## config.mk

```make
export PLATFORM = sky130hd
export DESIGN_NAME = read_quality_trim_and_clip_top
export DESIGN_NICKNAME = d
export VERILOG_FILES = /design/src/hdl/rqtc_pkg.sv /design/src/hdl/rqtc_cfg.sv /design/src/hdl/rqtc_core.sv /design/src/hdl/read_quality_trim_and_clip_top.sv
export VERILOG_INCLUDE_DIRS = /design/src /design/src/hdl
export SDC_FILE = /design/constraint.sdc
export NUM_CORES = 1
export LEC_CHECK = 0
export BUFFER_PORTS_ARGS = -buffer_cell sky130_fd_sc_hd__buf_2
export CAP_MARGIN = 5
export CORE_ASPECT_RATIO = 0.6
export CORE_MARGIN = 2
export CORE_UTILIZATION = 54
export DETAILED_ROUTE_END_ITERATION = 16
export HOLD_SLACK_MARGIN = 0.05
export PLACE_DENSITY = 0.78
export SLEW_MARGIN = 10
export SYNTH_ARGS = -nofsm -noshare
export SYNTH_HDL_FRONTEND = slang
export SYNTH_SLANG_ARGS = --single-unit
```

## constraint.sdc

```tcl
create_clock -name clk -period 8.8 [get_ports clk]
set_input_delay 0.88 -clock clk [delete_from_list [all_inputs] [get_ports clk]]
set_output_delay 0.88 -clock clk [all_outputs]
set_load 0.01 [all_outputs]
```

## src/hdl/read_quality_trim_and_clip_top_assert.svh

```systemverilog
// ----------------------------------------------------------------------------
// Assertion macros for the read quality trim and clip block
// Clocked on clk, disabled while rst_n is low.
// ----------------------------------------------------------------------------
`ifndef READ_QUALITY_TRIM_AND_CLIP_TOP_ASSERT_SVH
`define READ_QUALITY_TRIM_AND_CLIP_TOP_ASSERT_SVH

// same-cycle implication
`define RQTC_ASSERT_SAME(lbl, ante, cons, msg) \
    lbl: assert property (@(posedge clk) disable iff (!rst_n) (ante) |-> (cons)) \
        else $error(msg);

// next-cycle implication
`define RQTC_ASSERT_NEXT(lbl, ante, cons, msg) \
    lbl: assert property (@(posedge clk) disable iff (!rst_n) (ante) |=> (cons)) \
        else $error(msg);

`endif

```

## src/hdl/rqtc_pkg.sv

```systemverilog
// ----------------------------------------------------------------------------
// rqtc_pkg
// Types and constants shared by the read quality trim and clip block.
// ----------------------------------------------------------------------------
package rqtc_pkg;

    localparam int ADDR_W = 4;
    localparam int DATA_W = 32;

    localparam logic [1:0] REG_QUALITY_THRESHOLD = 2'd0;
    localparam logic [1:0] REG_MIN_CLIP_LEN      = 2'd1;
    localparam logic [1:0] REG_MIN_KEPT_LEN      = 2'd2;
    localparam logic [1:0] REG_QUALITY_OFFSET    = 2'd3;

    localparam logic [6:0]  RST_QUALITY_THRESHOLD = 7'd20;
    localparam logic [10:0] RST_MIN_CLIP_LEN      = 11'd10;
    localparam logic [10:0] RST_MIN_KEPT_LEN      = 11'd20;
    localparam logic [6:0]  RST_QUALITY_OFFSET    = 7'd33;

    localparam logic [10:0] TRIM_SAT = 11'h7FF;

    typedef enum logic [1:0] {
        MODE_TRIM       = 2'd0,
        MODE_CLIP_FIRST = 2'd1,
        MODE_CLIP_LAST  = 2'd2
    } clip_mode_t;

    typedef struct packed {
        logic [7:0]  qual_char;
        logic        last;
        logic [1:0]  clip_mode;
        logic [10:0] clip_count;
    } rqtc_in_t;

    typedef struct packed {
        logic [10:0]        trim_begin;
        logic [10:0]        trim_end;
        logic signed [11:0] clip_length;
        logic               pass;
    } rqtc_out_t;

    typedef struct packed {
        logic [6:0]  quality_threshold;
        logic [10:0] min_clip_len;
        logic [10:0] min_kept_len;
        logic [6:0]  quality_offset;
    } rqtc_cfg_t;

endpackage

```

## src/hdl/rqtc_cfg.sv

```systemverilog
// ----------------------------------------------------------------------------
// rqtc_cfg
// APB register file holding the trim thresholds and quality offset.
// ----------------------------------------------------------------------------
module rqtc_cfg
    import rqtc_pkg::*;
(
    input  logic              clk,
    input  logic              rst_n,
    input  logic              psel,
    input  logic              penable,
    input  logic              pwrite,
    input  logic [ADDR_W-1:0] paddr,
    input  logic [DATA_W-1:0] pwdata,
    output logic [DATA_W-1:0] prdata,
    output logic              pready,
    output rqtc_cfg_t         cfg
);

    rqtc_cfg_t  cfg_reg;
    rqtc_cfg_t  cfg_next;
    logic       wr_en;
    logic [1:0] reg_idx;

    assign pready  = 1'b1;
    assign wr_en   = psel && penable && pwrite;
    assign reg_idx = paddr[3:2];
    assign cfg     = cfg_reg;

    always_comb
    begin
        cfg_next = cfg_reg;
        if (wr_en)
        begin
            case (reg_idx)
                REG_QUALITY_THRESHOLD: cfg_next.quality_threshold = pwdata[6:0];
                REG_MIN_CLIP_LEN:      cfg_next.min_clip_len      = pwdata[10:0];
                REG_MIN_KEPT_LEN:      cfg_next.min_kept_len      = pwdata[10:0];
                REG_QUALITY_OFFSET:    cfg_next.quality_offset    = pwdata[6:0];
                default:               cfg_next = cfg_reg;
            endcase
        end
    end

    always_comb
    begin
        case (reg_idx)
            REG_QUALITY_THRESHOLD: prdata = DATA_W'(cfg_reg.quality_threshold);
            REG_MIN_CLIP_LEN:      prdata = DATA_W'(cfg_reg.min_clip_len);
            REG_MIN_KEPT_LEN:      prdata = DATA_W'(cfg_reg.min_kept_len);
            REG_QUALITY_OFFSET:    prdata = DATA_W'(cfg_reg.quality_offset);
            default:               prdata = '0;
        endcase
    end

    always_ff @(posedge clk or negedge rst_n)
    begin
        if (!rst_n)
        begin
            cfg_reg.quality_threshold <= RST_QUALITY_THRESHOLD;
            cfg_reg.min_clip_len      <= RST_MIN_CLIP_LEN;
            cfg_reg.min_kept_len      <= RST_MIN_KEPT_LEN;
            cfg_reg.quality_offset    <= RST_QUALITY_OFFSET;
        end
        else
        begin
            cfg_reg <= cfg_next;
        end
    end

endmodule

```

## src/hdl/rqtc_core.sv

```systemverilog
// ----------------------------------------------------------------------------
// rqtc_core
// Input register, per-read good-base tracking and registered result.
// ----------------------------------------------------------------------------
module rqtc_core
    import rqtc_pkg::*;
#(
    parameter int MAX_READ_LEN = 1024
)
(
    input  logic      clk,
    input  logic      rst_n,
    input  rqtc_cfg_t cfg,
    input  logic      item_valid,
    output logic      item_stall,
    input  rqtc_in_t  item,
    output logic      result_valid,
    input  logic      result_stall,
    output rqtc_out_t result
);

    localparam int PW = $clog2(MAX_READ_LEN + 1);
    localparam int CW = ((PW > 11) ? PW : 11) + 3;
    localparam logic [PW-1:0]        MAX_POS = PW'(MAX_READ_LEN);
    localparam logic signed [CW-1:0] ONE_S   = CW'(1);
    localparam logic signed [CW-1:0] SAT_S   = CW'(2047);

    logic            a_valid_reg, a_valid_next;
    rqtc_in_t        a_item_reg;
    logic            a_adv;
    logic            accept;

    logic [PW-1:0]   pos_reg, pos_next, pos_upd;
    logic [PW-1:0]   first_reg, first_next, first_upd;
    logic [PW-1:0]   lastg_reg, lastg_next, lastg_upd;
    logic            seen_reg, seen_next, seen_upd;

    logic            res_valid_reg, res_valid_next;
    rqtc_out_t       res_reg, res_calc;

    logic            good;
    logic            clip_mode;
    logic            mode_first;
    logic            ok;
    logic signed [CW-1:0] len_s, beg_s, end_s, cut_end_s, span_s;
    logic signed [CW-1:0] mc_s, mk_s, cnt_s, c_s, neg_c_s, other_s;

    assign a_adv      = a_valid_reg && (!a_item_reg.last || !res_valid_reg || !result_stall);
    assign item_stall = a_valid_reg && !a_adv;
    assign accept     = item_valid && !item_stall;

    assign result_valid = res_valid_reg;
    assign result       = res_reg;

    // good-base tracking
    always_comb
    begin
        good      = {1'b0, a_item_reg.qual_char}
                    >= ({2'b0, cfg.quality_offset} + {2'b0, cfg.quality_threshold});
        pos_upd   = pos_reg;
        first_upd = first_reg;
        lastg_upd = lastg_reg;
        seen_upd  = seen_reg;
        if (pos_reg < MAX_POS)
        begin
            if (good && !seen_reg)
            begin
                seen_upd  = 1'b1;
                first_upd = pos_reg;
            end
            if (good && (pos_reg != '0))
            begin
                lastg_upd = pos_reg;
            end
            pos_upd = pos_reg + PW'(1);
        end
    end

    // end-of-read result
    always_comb
    begin
        case (a_item_reg.clip_mode)
            MODE_CLIP_FIRST:
            begin
                clip_mode  = 1'b1;
                mode_first = 1'b1;
            end
            MODE_CLIP_LAST:
            begin
                clip_mode  = 1'b1;
                mode_first = 1'b0;
            end
            default:
            begin
                clip_mode  = 1'b0;
                mode_first = 1'b0;
            end
        endcase

        len_s     = CW'(pos_upd);
        beg_s     = seen_upd ? CW'(first_upd) : len_s;
        end_s     = CW'(lastg_upd);
        cut_end_s = len_s - end_s - ONE_S;
        span_s    = end_s - beg_s;
        mc_s      = CW'(cfg.min_clip_len);
        mk_s      = CW'(cfg.min_kept_len);
        cnt_s     = CW'(a_item_reg.clip_count);
        c_s       = cnt_s - (mode_first ? beg_s : cut_end_s);
        neg_c_s   = -c_s;
        other_s   = mode_first ? cut_end_s : beg_s;

        if (clip_mode)
            ok = (span_s >= mc_s) && (c_s >= mc_s) && ((len_s - cnt_s) >= (other_s + mc_s));
        else
            ok = span_s > mk_s;

        res_calc.trim_begin  = (beg_s > SAT_S) ? TRIM_SAT : beg_s[10:0];
        res_calc.trim_end    = (cut_end_s > SAT_S) ? TRIM_SAT : cut_end_s[10:0];
        res_calc.pass        = ok;
        if (clip_mode && ok)
            res_calc.clip_length = mode_first ? c_s[11:0] : neg_c_s[11:0];
        else
            res_calc.clip_length = '0;
    end

    always_comb
    begin
        a_valid_next   = a_valid_reg;
        res_valid_next = res_valid_reg;
        pos_next       = pos_reg;
        first_next     = first_reg;
        lastg_next     = lastg_reg;
        seen_next      = seen_reg;

        if (accept)
            a_valid_next = 1'b1;
        else if (a_adv)
            a_valid_next = 1'b0;

        if (res_valid_reg && !result_stall)
            res_valid_next = 1'b0;

        if (a_adv)
        begin
            if (a_item_reg.last)
            begin
                res_valid_next = 1'b1;
                pos_next       = '0;
                first_next     = '0;
                lastg_next     = '0;
                seen_next      = 1'b0;
            end
            else
            begin
                pos_next   = pos_upd;
                first_next = first_upd;
                lastg_next = lastg_upd;
                seen_next  = seen_upd;
            end
        end
    end

    always_ff @(posedge clk or negedge rst_n)
    begin
        if (!rst_n)
        begin
            a_valid_reg   <= 1'b0;
            res_valid_reg <= 1'b0;
            pos_reg       <= '0;
            first_reg     <= '0;
            lastg_reg     <= '0;
            seen_reg      <= 1'b0;
        end
        else
        begin
            a_valid_reg   <= a_valid_next;
            res_valid_reg <= res_valid_next;
            pos_reg       <= pos_next;
            first_reg     <= first_next;
            lastg_reg     <= lastg_next;
            seen_reg      <= seen_next;
        end
    end

    always_ff @(posedge clk)
    begin
        if (accept)
            a_item_reg <= item;
        if (a_adv && a_item_reg.last)
            res_reg <= res_calc;
    end

endmodule

```

## src/hdl/read_quality_trim_and_clip_top.sv

```systemverilog
// ----------------------------------------------------------------------------
// read_quality_trim_and_clip_top: quality end trimming with soft-clip checks
// Path: a transaction carrying last passes the input register and then the result
// register, which holds the result until it is taken.
// Throughput: 1 quality character per cycle; a last waits on a stalled result.
// Reset: async active low; clears tracking, pipeline valids, config defaults.
// ----------------------------------------------------------------------------
`include "read_quality_trim_and_clip_top_assert.svh"

module read_quality_trim_and_clip_top
    import rqtc_pkg::*;
#(
    parameter int MAX_READ_LEN = 1024
)
(
    input  logic              clk,
    input  logic              rst_n,
    input  logic              psel,
    input  logic              penable,
    input  logic              pwrite,
    input  logic [ADDR_W-1:0] paddr,
    input  logic [DATA_W-1:0] pwdata,
    output logic [DATA_W-1:0] prdata,
    output logic              pready,
    input  logic              item_valid,
    output logic              item_stall,
    input  rqtc_in_t          item,
    output logic              result_valid,
    input  logic              result_stall,
    output rqtc_out_t         result
);

    localparam logic [10:0] TRIM_MAX =
        (MAX_READ_LEN > 2047) ? TRIM_SAT : 11'(MAX_READ_LEN);

    rqtc_cfg_t cfg;

    rqtc_cfg u_cfg (
        .clk     (clk),
        .rst_n   (rst_n),
        .psel    (psel),
        .penable (penable),
        .pwrite  (pwrite),
        .paddr   (paddr),
        .pwdata  (pwdata),
        .prdata  (prdata),
        .pready  (pready),
        .cfg     (cfg)
    );

    rqtc_core #(
        .MAX_READ_LEN (MAX_READ_LEN)
    ) u_core (
        .clk          (clk),
        .rst_n        (rst_n),
        .cfg          (cfg),
        .item_valid   (item_valid),
        .item_stall   (item_stall),
        .item         (item),
        .result_valid (result_valid),
        .result_stall (result_stall),
        .result       (result)
    );

    `RQTC_ASSERT_SAME(a_stall_only_on_backpressure, item_stall, result_valid && result_stall, "input stalled without output backpressure")
    `RQTC_ASSERT_SAME(a_fail_has_no_clip, result_valid && !result.pass, result.clip_length == '0, "failed read carries a clip length")
    `RQTC_ASSERT_SAME(a_trim_begin_bound, result_valid, result.trim_begin <= TRIM_MAX, "trim_begin beyond read length limit")
    `RQTC_ASSERT_NEXT(a_cfg_write_lands, psel && penable && pwrite && (paddr[3:2] == REG_MIN_CLIP_LEN), cfg.min_clip_len == $past(pwdata[10:0]), "min_clip_len write lost")

endmodule
```

==> results.txt, run 1 <==
----------------------------------------------------
[Run status]
  Outcome ... complete, but fails checks
  Violations in the final reports ... setup timing

[Synthesis]
  Cell taking the most area after synthesis ... sky130_fd_sc_hd__edfxtp_1
  Commonest cells post-synth ... 124 x sky130_fd_sc_hd__ha_1, 87 x sky130_fd_sc_hd__inv_1, 67 x sky130_fd_sc_hd__nand2_1
  Number of flops mapped to enable cells by yosys ... 57
  Yosys top cell area share ... ~16%
  Number of flip-flops and latches in the synthesized netlist ... around 130
  Average instance area after synthesis ... 9.84 sq um
  Post-synth top flop ... sky130_fd_sc_hd__dfrtp_1
  Synth async-reset ratio ... about 56%
  Cell area after synthesis ... between 10000 and 15000 sq um
  Main area contributors after synthesis ... sky130_fd_sc_hd__edfxtp_1 16%, sky130_fd_sc_hd__dfrtp_1 15%, sky130_fd_sc_hd__ha_1 15%
  Instance count of the mapped netlist ... around 1100
  Count of yosys warnings during synthesis ... 0
  Count of unique library cells instantiated by Yosys ... 87
  Part of the Yosys area used for sequential elements ... around 34%
  Most common cell in the synthesized netlist ... sky130_fd_sc_hd__ha_1

[Timing]
  Normalized max-slew margin ... 19.3%
  Post-route worst setup slack ... -0.219 ns
  Highest attainable clock frequency ... 0.111 GHz
  RSZ-0062 raised after global routing ... yes
  Crit path time final ... 9.02 ns
  Total count of max-transition violations in the final report ... 0
  Final hold slack ... 0.490 ns
  Worst slew pin tran ... roughly 1.2 ns
  Ratio of final minimum period to clock period ... 102%
  Final setup viols ... 13
  Final Skew ... roughly 0.012 ns
  Total count of hold-check failures in the final report ... 0

[Clocking]
  Number of clock buffers inserted by TritonCTS ... 17
  Number of buffers on the longest clock path ... 2
  H-tree level count ... 4
  Insertion delay of the later-clocked pin in the worst-skew pair ... 0.44 ns
  Clock net sink count ... 129
  Hold-fix buffer count after cts ... 0
  TritonCTS clock tree ... yes
  Clock transition at the registers of the reported paths ... 0.06 ns
  Buffer type at the clock tree root ... sky130_fd_sc_hd__clkbuf_16

[Layout]
  Register area ... 3520 sq um
  Total area of multi-input combinational cells ... around 6600 sq um
  Number of nets in the finished design ... about 1500
  Finished Layout Cells ... between 1500 and 2000
  Antenna Cells ... 0
  Flip-flop count of the largest register, all copies and words added ... 36
  Final-layout fill cell count ... 1417
  Share of final-layout standard cells stronger than drive strength 1 ... 30.5%
  Post-synthesis to final-layout area growth ... 24.0%

[Setup path]
  Type of the worst setup path ... reg2reg
  Endpoint type of the worst setup path ... flip-flop
  Kind of launch point of the worst setup path ... flip-flop
  Data arrival time at the worst-slack endpoint ... 9.21 ns
  Worst-case register-to-register setup slack ... -0.22 ns
  Standard cell with the maximum stage delay on the critical path ... sky130_fd_sc_hd__fa_2
  R2r worst-path depth ... 45
  Crit path largest cell delay ... 0.52 ns
  Cell repeated most along the worst path ... sky130_fd_sc_hd__a21o_1
  Launching point of the worst reg2reg path ... u_cfg.cfg[29]$_DFFE_PN0P_
  Maximum fanout encountered on the critical timing path ... 8
  End of the worst register-to-register path ... u_core.result[1]$_SDFFCE_PN0P_
  Endpoint required time on the critical path ... 8.99 ns

[Flow run]
  Max Cap Violations ... 0

[Drt]
  Post-detailed-route wirelength per cell ... 19.8 um
  Antenna Nets Post-Route ... 0
  Final wirelength ... 30.3 mm
  Drt via density ... 5.94
  Total iterations of the first detailed-routing run ... 5
  DRC errors left ... 0
  Via count of the routed design ... roughly 9100
  Number of DRC markers after the initial detailed-route iteration ... 849

[Floorplanning]
  Effective utilization at floorplan ... 55.0%
  Vertical extent of the die ... between 100 and 150 um
  IO Count ... approximately 140
  Number of placement rows ... 39
  Die Outline Area ... 20500 sq um
  Horizontal die dimension ... 184 um
  Floorplan Core Area ... 19000 sq um

[GRT]
  Maximum number of pins on one net before global-route repair ... between 70 and 80
  Wire length of the first global-routing pass ... roughly 48 mm
  Number of global-route vias before repair ... ~8800
  Total global routing overflow ... 0
  Antenna violations before repair ... 0
  Overall global routing resource usage ... 30.4%

[Min path]
  Min-Delay Endpoint ... u_core.lastg_reg[3]$_DFFE_PN0P_
  Hold Crit Start ... u_core.lastg_reg[3]$_DFFE_PN0P_
  Hold Path Cell Cnt ... 1
  Classification of the worst-slack hold path ... reg2reg

[Placed design]
  Final weighted congestion in routability-driven placement ... about 0.96
  Port Buf Inserts ... 89
  Number of placed instances, taps included ... ~1500
  HPWL after DPL ... 22.8 mm

[Power and ir drop]
  Power per standard cell area ... 378 nW/um^2
  Leakage component of the power ... just over 0.006 uW
  Total chip power ... 4900 uW
  Max VDD drop ... between 200 and 250 uV

----------------------------------------------------
## power breakdown
| group | internal (uW) | switching (uW) |
|---|---|---|
| sequential | 746 | 82.8 |
| clock | 437 | 277 |
| combinational | 1540 | 1820 |
## kinds of logic (layout without fill, tap and decap cells)
group                    count (synthesis)  count (layout)  synth area share (%)
AO/OA/AOI/OAI                          259             259                  17.5
other                                    2              22                0.0719
adder cells (fa/ha/maj)                130             130                  16.0
multiplexers                            66              66                  7.70
flip-flops                             129             129                  33.7
buffers and inverters                  146             350                  6.16
AND/OR/NAND/NOR                        259             259                  12.9
XOR/XNOR                                71              71                  5.95
## placed cells by master (no fill, tap or decap), types with 26 or more instances in the layout
| cell type | count |
|---|---|
| sky130_fd_sc_hd__nand2_1 | 66 |
| sky130_fd_sc_hd__buf_4 | 135 |
| sky130_fd_sc_hd__edfxtp_1 | 57 |
| sky130_fd_sc_hd__nor2_1 | 52 |
| sky130_fd_sc_hd__ha_1 | 115 |
| sky130_fd_sc_hd__o21ai_0 | 57 |
| sky130_fd_sc_hd__xor2_1 | 32 |
| sky130_fd_sc_hd__a21o_1 | 26 |
| sky130_fd_sc_hd__xnor2_1 | 34 |
| sky130_fd_sc_hd__buf_2 | 89 |
| sky130_fd_sc_hd__mux2_2 | 40 |
| sky130_fd_sc_hd__inv_1 | 85 |
| sky130_fd_sc_hd__dfrtp_1 | 64 |
| sky130_fd_sc_hd__a21oi_1 | 45 |
## worst max path at each step
stage                                   start                               to  slack [ns]
finish              u_cfg.cfg[29]$_DFFE_PN0P_   u_core.result[1]$_SDFFCE_PN0P_       -0.22
global route        u_cfg.cfg[29]$_DFFE_PN0P_  u_core.result[10]$_SDFFCE_PN0P_       -0.53
CTS                 u_cfg.cfg[29]$_DFFE_PN0P_   u_core.result[1]$_SDFFCE_PN0P_      -0.004
detailed placement  u_cfg.cfg[29]$_DFFE_PN0P_       u_core.result[0]$_DFFE_PP_       -0.65
global placement     u_cfg.cfg[0]$_DFFE_PN1P_       u_core.result[0]$_DFFE_PP_       -0.40
floorplan           u_cfg.cfg[29]$_DFFE_PN0P_       u_core.result[0]$_DFFE_PP_        0.04
## per-stage QoR
stage	instance area, sq um	setup slack, ns	utilization [%]	TNS [ns]
2_1_floorplan	10500	0.0384	-	0
3_3_place_gp	11800	-0.397	62.3	-4.42
3_5_place_dp	11800	-0.647	62.3	-7.79
4_1_cts	12900	-0.00390	68.0	-0.00867
5_1_grt	13000	-0.526	68.3	-6.23
6_report	13000	-0.219	68.3	-2.29
## worst max-delay path, delay by kind of cell, from the launching register on
family,cells,cell delay (ns)
compound gates,17,3.58
fa+ha+maj,6,1.79
simple gates,11,1.45
buf+inv,9,1.08
flops,1,0.41
mux,1,0.28
xor+xnor,1,0.21
## cell type report
class | count | area share, %
Sequential cell | 129 | 27.2
Tap cell | 246 | 2.38
Timing Repair Buffer | 230 | 12.1
Multi-Input combinational cell | 807 | 51.3
Clock buffer | 25 | 4.00
Clock inverter | 7 | 0.560
Inverter | 88 | 2.55
## routing by layer
layer / vias up / wire length (um) / global-route usage, %
li1: 4243 / - / -
met5: - / 0 / 0
met1: 4392 / 14500 / 45.9
met2: 421 / 12400 / 42.9
met4: 0 / 472 / 7.73
met3: 40 / 2880 / 8.37
## repair_timing
action	in CTS	in global routing
setup buffers	26	2
endpoints found under the setup margin	13	13
gates cloned	1	0
pin swaps	44	3
resized for setup	61	2
Note: power is estimated with default switching activity, not from simulation.
==> run 2, diff against run 1 <==
ABC_AREA = 1   (was default)
CORE_UTILIZATION = 55   (was 54)
PLACE_DENSITY = 0.76   (was 0.78)
clock period = 11.5 ns   (was 8.8 ns; I/O delays follow)
==> run 2 against run 1 <==
The flow now finishes without violations. Clock power shrank 24%. Core utilization decreased by 6.2 points. Synthesized cell count increased by 27%. Hold slack barely moved. First-iteration DRC count rose by 12%. Critical path depth increased by 8. Clock skew up 0.0013 ns. Via count is 3.1% higher. Power down 18%.
==> results.txt, run 2 <==
----------------------------------------------------
[Clocking]
  H-tree level count ... 4 (unchanged)
  Clock net sink count ... 129 (unchanged)
  Insertion delay of the later-clocked pin in the worst-skew pair ... 0.45 ns (was 0.44 ns)
  TritonCTS clock tree ... yes (unchanged)
  Clock transition at the registers of the reported paths ... 0.06 ns (about the same)
  Buffer type at the clock tree root ... sky130_fd_sc_hd__clkbuf_16 (unchanged)
  Post-CTS Setup Bufs ... 0 (was 26)
  Hold-fix buffer count after cts ... 0 (unchanged)
  Number of resized instances in the post-cts repair step ... 0 (was 61)
  Number of clock buffers inserted by TritonCTS ... 17 (unchanged)
  Number of buffers on the longest clock path ... 2 (unchanged)

[Drt]
  Via count of the routed design ... 9381 (was 9096)
  Total iterations of the first detailed-routing run ... 5 (unchanged)
  Drt via density ... 5.53 (was 5.94)
  Final wirelength ... 29.1 mm (was 30.3 mm)
  Post-detailed-route wirelength per cell ... 17.2 um (was 19.8 um)
  Number of DRC markers after the initial detailed-route iteration ... 951 (was 849)
  Antenna Nets Post-Route ... 0 (unchanged)
  DRC errors left ... 0 (unchanged)

[Synthesis]
  Part of the Yosys area used for sequential elements ... 33.5% (was 33.7%)
  Count of yosys warnings during synthesis ... 0 (unchanged)
  Cell area after synthesis ... 10500 sq um (was 10400 sq um)
  Commonest cells post-synth ... 309 x sky130_fd_sc_hd__nand2_1, 229 x sky130_fd_sc_hd__inv_1, 124 x sky130_fd_sc_hd__ha_1 (was 124 x sky130_fd_sc_hd__ha_1, 87 x sky130_fd_sc_hd__inv_1, 67 x sky130_fd_sc_hd__nand2_1)
  Average instance area after synthesis ... 7.80 sq um (was 9.84 sq um)
  Yosys top cell area share ... 16.3% (was 16.4%)
  Main area contributors after synthesis ... sky130_fd_sc_hd__edfxtp_1 16%, sky130_fd_sc_hd__dfrtp_1 15%, sky130_fd_sc_hd__ha_1 15% (unchanged)
  Cell taking the most area after synthesis ... sky130_fd_sc_hd__edfxtp_1 (unchanged)
  Post-synth top flop ... sky130_fd_sc_hd__dfrtp_1 (unchanged)
  Number of flip-flops and latches in the synthesized netlist ... 129 (unchanged)
  Number of flops mapped to enable cells by yosys ... 57 (unchanged)
  Instance count of the mapped netlist ... 1347 (was 1062)
  Count of unique library cells instantiated by Yosys ... 47 (was 87)
  Synth async-reset ratio ... 55.8% (unchanged)
  Most common cell in the synthesized netlist ... sky130_fd_sc_hd__nand2_1 (was sky130_fd_sc_hd__ha_1)

[Layout]
  Number of nets in the finished design ... 1632 (was 1468)
  Post-synthesis to final-layout area growth ... 11.5% (was 24.0%)
  Commonest cells after routing, fill and taps aside ... 309 x sky130_fd_sc_hd__nand2_1, 229 x sky130_fd_sc_hd__inv_1, 124 x sky130_fd_sc_hd__ha_1 (was 135 x sky130_fd_sc_hd__buf_4, 115 x sky130_fd_sc_hd__ha_1, 89 x sky130_fd_sc_hd__buf_2)
  Flip-flop count of the largest register, all copies and words added ... 36 (unchanged)
  Commonest non-fill, non-tap cell in the layout ... sky130_fd_sc_hd__nand2_1 (was sky130_fd_sc_hd__buf_4)
  Finished Layout Cells ... 1696 (was 1532)
  Final-layout fill cell count ... 1680 (was 1417)
  Antenna Cells ... 0 (unchanged)
  Share of final-layout standard cells stronger than drive strength 1 ... 12.8% (was 30.5%)

[Min path]
  Classification of the worst-slack hold path ... reg2reg (unchanged)
  Hold Crit Start ... u_core.first_reg[4]$_DFFE_PN0P_ (was u_core.lastg_reg[3]$_DFFE_PN0P_)

[Power and ir drop]
  Leakage component of the power ... 0.00613 uW (was 0.00606 uW)
  Max VDD drop ... 145 uV (was 211 uV)
  Power per standard cell area ... 341 nW/um^2 (was 378 nW/um^2)

[GRT]
  Number of global-route vias before repair ... 8435 (was 8761)
  Wire length of the first global-routing pass ... 45.7 mm (was 47.6 mm)
  Maximum number of pins on one net before global-route repair ... 73 (unchanged)
  Antenna violations before repair ... 0 (unchanged)
  Total global routing overflow ... 0 (unchanged)
  Overall global routing resource usage ... 30.0% (was 30.4%)

[Timing]
  Post-route worst setup slack ... 2.40 ns (was -0.219 ns)
  Final hold slack ... 0.490 ns (about the same)
  Sum Neg Setup Slack ... 0 ns (was -2.29 ns)
  Highest attainable clock frequency ... 0.110 GHz (was 0.111 GHz)
  Total count of hold-check failures in the final report ... 0 (unchanged)
  Final Skew ... 0.0138 ns (was 0.0125 ns)
  Total count of max-transition violations in the final report ... 0 (unchanged)
  Final setup viols ... 0 (was 13)
  Worst slew pin tran ... 1.24 ns (was 1.20 ns)
  Crit path time final ... 9.10 ns (was 9.02 ns)
  Ratio of final minimum period to clock period ... 79.1% (was 102%)
  RSZ-0062 raised after global routing ... no (was yes)
  Normalized max-slew margin ... 16.5% (was 19.3%)

[Floorplanning]
  Die Outline Area ... 20300 sq um (was 20500 sq um)
  Number of placement rows ... 39 (unchanged)
  Horizontal die dimension ... 182 um (was 184 um)
  Floorplan Core Area ... 18900 sq um (was 19000 sq um)
  IO Count ... 135 (unchanged)
  Effective utilization at floorplan ... 55.6% (was 55.0%)
  Vertical extent of the die ... 111 um (was 112 um)

[Setup path]
  R2r worst-path depth ... 53 (was 45)
  Standard cell with the maximum stage delay on the critical path ... sky130_fd_sc_hd__fa_1 (was sky130_fd_sc_hd__fa_2)
  Kind of cell with the highest combined delay on the critical path ... adder cells (was compound AO/OA/AOI/OAI gates)
  Kind of launch point of the worst setup path ... flip-flop (unchanged)
  Buffer and inverter count on the worst path ... 7 (was 9)
  Endpoint type of the worst setup path ... flip-flop (unchanged)
  Crit path largest cell delay ... 0.43 ns (was 0.52 ns)
  End of the worst register-to-register path ... u_core.result[3]$_SDFFCE_PN0P_ (was u_core.result[1]$_SDFFCE_PN0P_)
  Maximum fanout encountered on the critical timing path ... 21 (was 8)
  Data arrival time at the worst-slack endpoint ... 9.40 ns (was 9.21 ns)
  Type of the worst setup path ... reg2reg (unchanged)
  Critical path capture point ... u_core.result[3]$_SDFFCE_PN0P_ (was u_core.result[1]$_SDFFCE_PN0P_)
  Number of cells on the critical path ... 53 (was 45)
  Cell repeated most along the worst path ... sky130_fd_sc_hd__nand2_1 (was sky130_fd_sc_hd__a21o_1)
  Source of the critical timing path ... u_cfg.cfg[29]$_DFFE_PN0P_ (unchanged)
  Launching point of the worst reg2reg path ... u_cfg.cfg[29]$_DFFE_PN0P_ (unchanged)
  Endpoint required time on the critical path ... 11.80 ns (was 8.99 ns)
  Worst-case register-to-register setup slack ... 2.40 ns (was -0.22 ns)

[Placed design]
  Setup slack after placement ... 2.65 ns (was -0.647 ns)
  Number of placed instances, taps included ... 1664 (was 1471)
  Port Buf Inserts ... 89 (unchanged)
  Final weighted congestion in routability-driven placement ... 1.04 (was 0.959)
  HPWL after DPL ... 23.4 mm (was 22.8 mm)

[Run status]
  Outcome ... finished, final reports clean (was complete, but fails checks)

[Flow run]
  Max Cap Violations ... 0 (unchanged)

----------------------------------------------------
==> run 2: cell types whose count changed in the layout (fill, tap and decap cells not counted), moves of 15 or more <==
| cell | change |
|---|---|
| sky130_fd_sc_hd__a21o_1 | -16 |
| sky130_fd_sc_hd__o21ai_0 | +54 |
| sky130_fd_sc_hd__xnor2_1 | -16 |
| sky130_fd_sc_hd__nand3_1 | +24 |
| sky130_fd_sc_hd__nand2b_1 | -15 |
| sky130_fd_sc_hd__a22o_1 | -18 |
| sky130_fd_sc_hd__nand2_1 | +243 |
| sky130_fd_sc_hd__nand4_1 | +17 |
| sky130_fd_sc_hd__o22ai_1 | +29 |
| sky130_fd_sc_hd__a21oi_1 | +23 |
| sky130_fd_sc_hd__buf_4 | -127 |
| sky130_fd_sc_hd__mux2_2 | -40 |
| sky130_fd_sc_hd__inv_1 | +144 |
==> run 2: final cells by class <==
| cell class | count | area [sq um] | area share [%] |
|---|---|---|---|
| Tap cell | 246 | 308 | 2.63 |
| Inverter | 232 | 871 | 7.43 |
| Clock buffer | 21 | 482 | 4.11 |
| Sequential cell | 129 | 3520 | 30.1 |
| Multi-Input combinational cell | 960 | 5930 | 50.6 |
| Clock inverter | 11 | 101 | 0.865 |
| Timing Repair Buffer | 97 | 505 | 4.31 |
==> run 2: metal layers <==
layer	wire length [um]	track usage, %	vias up
met5	0	0	-
li1	-	-	4578
met1	14100	46.6	4332
met3	3700	10.9	24
met2	11100	39.4	447
met4	267	5.81	0
==> run 2: stage by stage <==
stage	power, uW	cell area (sq um)	util [%]
final	4000	11700	62.0
after floorplan	2700	10600	-
after detailed placement	3390	11100	59.0
after global routing	4390	11700	62.0
after global placement	3310	11100	59.0
after CTS	3960	11700	62.0
==> run 2: worst min path at each step <==
stage | depth (start not counted) | endpoint | slack [ns]
2_1_floorplan | 2 | u_core.first_reg[1]$_DFFE_PN0P_ | 0.45
3_3_place_gp | 2 | u_core.first_reg[4]$_DFFE_PN0P_ | 0.47
3_5_place_dp | 2 | u_cfg.cfg[14]$_DFFE_PN0P_ | 0.48
4_1_cts | 2 | u_cfg.cfg[14]$_DFFE_PN0P_ | 0.49
5_1_grt | 2 | u_core.first_reg[3]$_DFFE_PN0P_ | 0.51
6_report | 2 | u_core.first_reg[4]$_DFFE_PN0P_ | 0.49
==> run 2: worst register-to-register path: cells and delay by family, from the launching register on <==
| family | cells | cell delay [ns] |
|---|---|---|
| simple gates | 21 | 2.29 |
| buf+inv | 7 | 0.95 |
| flops | 1 | 0.42 |
| xor+xnor | 4 | 0.85 |
| compound gates | 13 | 2.14 |
| fa+ha+maj | 8 | 2.30 |
==> run 2: power breakdown <==
| group | switching (uW) | total (uW) | internal, uW | leakage (uW) |
|---|---|---|---|---|
| Combinational | 1790 | 2800 | 1010 | 0.00437 |
| Clock | 218 | 540 | 322 | 0.000294 |
| Sequential | 53.1 | 657 | 604 | 0.00147 |
| Total | 2060 | 4000 | 1940 | 0.00613 |
==> run 2: cells by family (layout without fill, tap and decap cells) <==
family / Yosys count / after routing / share of synthesized area [%]
and+or+nand+nor: 488 / 488 / 20.7
DFF: 129 / 129 / 33.5
buffers and inverters: 278 / 361 / 10.9
xor gates and xnor gates: 58 / 58 / 4.84
AOI/OAI and AO/OA: 262 / 262 / 14.1
adders and majority gates: 130 / 130 / 15.9
other: 2 / 22 / 0.0715
==> run 3, diff against run 2 <==
ABC_AREA = 0   (was 1)
clock period = 8.9 ns   (was 11.5 ns; I/O delays follow)
==> run 3 against run 2 <==
The run now ends with setup timing left. Register-to-register slack worse by 2.5 ns. Setup slack lost 2.5 ns. Global-route usage up 0.31 points. Non-clock buffer count grew 111. Critical path depth decreased by 8. Via count fell by 3.8%. Clock skew fell by 0.0038 ns. Routed wire length increased by 4.5%. Die area down 0.54%. First-iteration DRC count fell by 2.8%. Critical path type unchanged.
==> results.txt, run 3 (synthesis results as in run 1) <==
----------------------------------------------------
[Run status]
  Outcome ... complete, but fails checks (was finished, final reports clean)
  Violations in the final reports ... setup timing

[Floorplanning]
  Floorplan Core Area ... 18400 sq um (was 18900 sq um)
  Die Outline Area ... 20200 sq um (was 20300 sq um)
  IO Count ... 135 (unchanged)
  Effective utilization at floorplan ... 56.9% (was 55.6%)
  Vertical extent of the die ... 111 um (about the same)
  Horizontal die dimension ... 182 um (about the same)
  Number of placement rows ... 38 (was 39)

[Layout]
  Commonest non-fill, non-tap cell in the layout ... sky130_fd_sc_hd__ha_1 (was sky130_fd_sc_hd__nand2_1)
  Commonest cells after routing, fill and taps aside ... 115 x sky130_fd_sc_hd__ha_1, 112 x sky130_fd_sc_hd__buf_4, 90 x sky130_fd_sc_hd__buf_2 (was 309 x sky130_fd_sc_hd__nand2_1, 229 x sky130_fd_sc_hd__inv_1, 124 x sky130_fd_sc_hd__ha_1)
  Final-layout fill cell count ... 1428 (was 1680)
  Post-synthesis to final-layout area growth ... 22.0% (was 11.5%)
  Flip-flop count of the largest register, all copies and words added ... 36 (unchanged)
  Number of nets in the finished design ... 1446 (was 1632)
  Antenna Cells ... 0 (unchanged)
  Finished Layout Cells ... 1504 (was 1696)
  Post-route cell area ... 12700 sq um (was 11700 sq um)
  Share of final-layout standard cells stronger than drive strength 1 ... 29.6% (was 12.8%)
  Utilization after layout ... 69.4% (was 62.0%)

[Timing]
  Ratio of final minimum period to clock period ... 101% (was 79.1%)
  Post-route worst setup slack ... -0.0932 ns (was 2.40 ns)
  Total count of hold-check failures in the final report ... 0 (unchanged)
  Final Skew ... 0.0100 ns (was 0.0138 ns)
  RSZ-0062 raised after global routing ... yes (was no)
  Highest attainable clock frequency ... 0.111 GHz (was 0.110 GHz)
  Normalized max-slew margin ... 23.4% (was 16.5%)
  Total count of max-transition violations in the final report ... 0 (unchanged)
  Worst slew pin tran ... 1.14 ns (was 1.24 ns)
  Final setup viols ... 9 (was 0)
  Final hold slack ... 0.491 ns (was 0.490 ns)
  Crit path time final ... 8.99 ns (was 9.10 ns)

[Placed design]
  HPWL after DPL ... 22.6 mm (was 23.4 mm)
  Port Buf Inserts ... 89 (unchanged)
  Placed cell areas ... 11800 sq um (was 11100 sq um)
  Final weighted congestion in routability-driven placement ... 1.04 (about the same)
  Number of placed instances, taps included ... 1458 (was 1664)

[Power and ir drop]
  Max VDD drop ... 208 uV (was 145 uV)
  Total chip power ... 4750 uW (was 4000 uW)
  Power per standard cell area ... 372 nW/um^2 (was 341 nW/um^2)
  Leakage component of the power ... 0.00594 uW (was 0.00613 uW)

[GRT]
  Wire length of the first global-routing pass ... 46.8 mm (was 45.7 mm)
  Number of global-route vias before repair ... 8562 (was 8435)
  Total global routing overflow ... 0 (unchanged)
  Antenna violations before repair ... 0 (unchanged)
  Overall global routing resource usage ... 30.3% (was 30.0%)
  Maximum number of pins on one net before global-route repair ... 73 (unchanged)

[Setup path]
  Standard cell with the maximum stage delay on the critical path ... sky130_fd_sc_hd__dfrtp_1 (was sky130_fd_sc_hd__fa_1)
  Buffer and inverter count on the worst path ... 4 (was 7)
  Endpoint required time on the critical path ... 9.08 ns (was 11.80 ns)
  Maximum fanout encountered on the critical timing path ... 8 (was 21)
  Type of the worst setup path ... reg2reg (unchanged)
  Endpoint type of the worst setup path ... flip-flop (unchanged)
  Data arrival time at the worst-slack endpoint ... 9.18 ns (was 9.40 ns)
  Kind of launch point of the worst setup path ... flip-flop (unchanged)
  Kind of cell with the highest combined delay on the critical path ... compound AO/OA/AOI/OAI gates (was adder cells)
  Crit path largest cell delay ... 0.41 ns (was 0.43 ns)

[Drt]
  Via count of the routed design ... 9024 (was 9381)
  Total iterations of the first detailed-routing run ... 5 (unchanged)
  Antenna Nets Post-Route ... 0 (unchanged)
  Number of DRC markers after the initial detailed-route iteration ... 924 (was 951)
  Final wirelength ... 30.5 mm (was 29.1 mm)
  Drt via density ... 6.00 (was 5.53)
  DRC errors left ... 0 (unchanged)
  Post-detailed-route wirelength per cell ... 20.2 um (was 17.2 um)

[Clocking]
  H-tree level count ... 4 (unchanged)
  Number of clock buffers inserted by TritonCTS ... 17 (unchanged)
  Number of buffers on the longest clock path ... 2 (unchanged)
  Clock net sink count ... 129 (unchanged)
  Insertion delay of the later-clocked pin in the worst-skew pair ... 0.43 ns (was 0.45 ns)
  Clock transition at the registers of the reported paths ... 0.06 ns (about the same)
  Buffer type at the clock tree root ... sky130_fd_sc_hd__clkbuf_16 (unchanged)
  Hold-fix buffer count after cts ... 0 (unchanged)
  TritonCTS clock tree ... yes (unchanged)

[Min path]
  Classification of the worst-slack hold path ... reg2reg (unchanged)

[Flow run]
  Max Cap Violations ... 0 (unchanged)

----------------------------------------------------
[run 3: cell types whose count changed in the layout (fill, tap and decap cells not counted), sizes merged, moves of 16 or more]
cell | before | now
nand2 | 328 | 68
mux2 | 0 | 45
a21o | 10 | 26
nand3 | 43 | 14
o22ai | 31 | 2
a21oi | 70 | 53
buf | 97 | 208
nand4 | 22 | 5
a22o | 0 | 18
inv | 235 | 89
xnor2 | 18 | 38
o21ai | 116 | 65
[run 3: per-stage QoR]
stage               setup slack [ns]  setup TNS (ns)
global route                  -0.485           -5.71
global placement              -0.240           -2.61
finish                       -0.0932          -0.691
floorplan                      0.138               0
detailed placement            -0.396           -4.58
CTS                          0.00448               0
[run 3: where the power goes]
group | switching (uW) | total (uW) | internal (uW)
clock | 281 | 678 | 397
combinational | 1780 | 3250 | 1470
sequential | 80.6 | 818 | 737
[run 3: path summary, 6_finish.rpt]
check | start | endpoint | slack (ns) | cells after the start
hold reg to reg | u_core.lastg_reg[10]$_DFFE_PN0P_ | u_core.lastg_reg[10]$_DFFE_PN0P_ | 0.49 | 1
min in group asynchronous | rst_n | u_core.first_reg[5]$_DFFE_PN0P_ | 0.67 | 2
setup / recovery | u_cfg.cfg[29]$_DFFE_PN0P_ | u_core.result[2]$_SDFFCE_PN0P_ | -0.09 | 45
hold / removal | u_core.lastg_reg[10]$_DFFE_PN0P_ | u_core.lastg_reg[10]$_DFFE_PN0P_ | 0.49 | 1
setup reg to reg | u_cfg.cfg[29]$_DFFE_PN0P_ | u_core.result[2]$_SDFFCE_PN0P_ | -0.09 | 45
max in group asynchronous | rst_n | u_cfg.cfg[17]$_DFFE_PN0P_ | 7.61 | 2
[run 3: metal layers]
metal  up-vias  GRT usage [%]  part of all wire (%)
met2       427           41.0                    40
met3        48           9.36                    11
met4         2           9.41                   2.0
li1       4208              -                     -
met5         -           2.25                  0.18
met1      4339           45.4                    47
[run 3: final cells by class]
| type | instances | area, sq um | share of cell area, % |
|---|---|---|---|
| Inverter | 88 | 330 | 2.59 |
| Tap cell | 240 | 300 | 2.36 |
| Timing Repair Buffer | 208 | 1390 | 10.9 |
| Clock inverter | 14 | 111 | 0.874 |
| Sequential cell | 129 | 3520 | 27.6 |
| Multi-Input combinational cell | 807 | 6640 | 52.1 |
| Clock buffer | 18 | 450 | 3.53 |
[run 3: timing repair]
action	in CTS	in global routing
resized for setup	16	49
setup buffers	1	13
pin swaps	7	41
cloned	0	0
setup endpoints to repair	13	13
[run 3: worst reg2reg max path, delay by kind of cell (launching register included)]
kind,cells,cell delay (ns)
AOI/OAI and AO/OA,18,3.03
xor gates and xnor gates,3,0.49
adders and majority gates,6,1.76
buffers and inverters,4,0.56
DFF,1,0.41
muxes,1,0.39
and+or+nand+nor,13,2.15
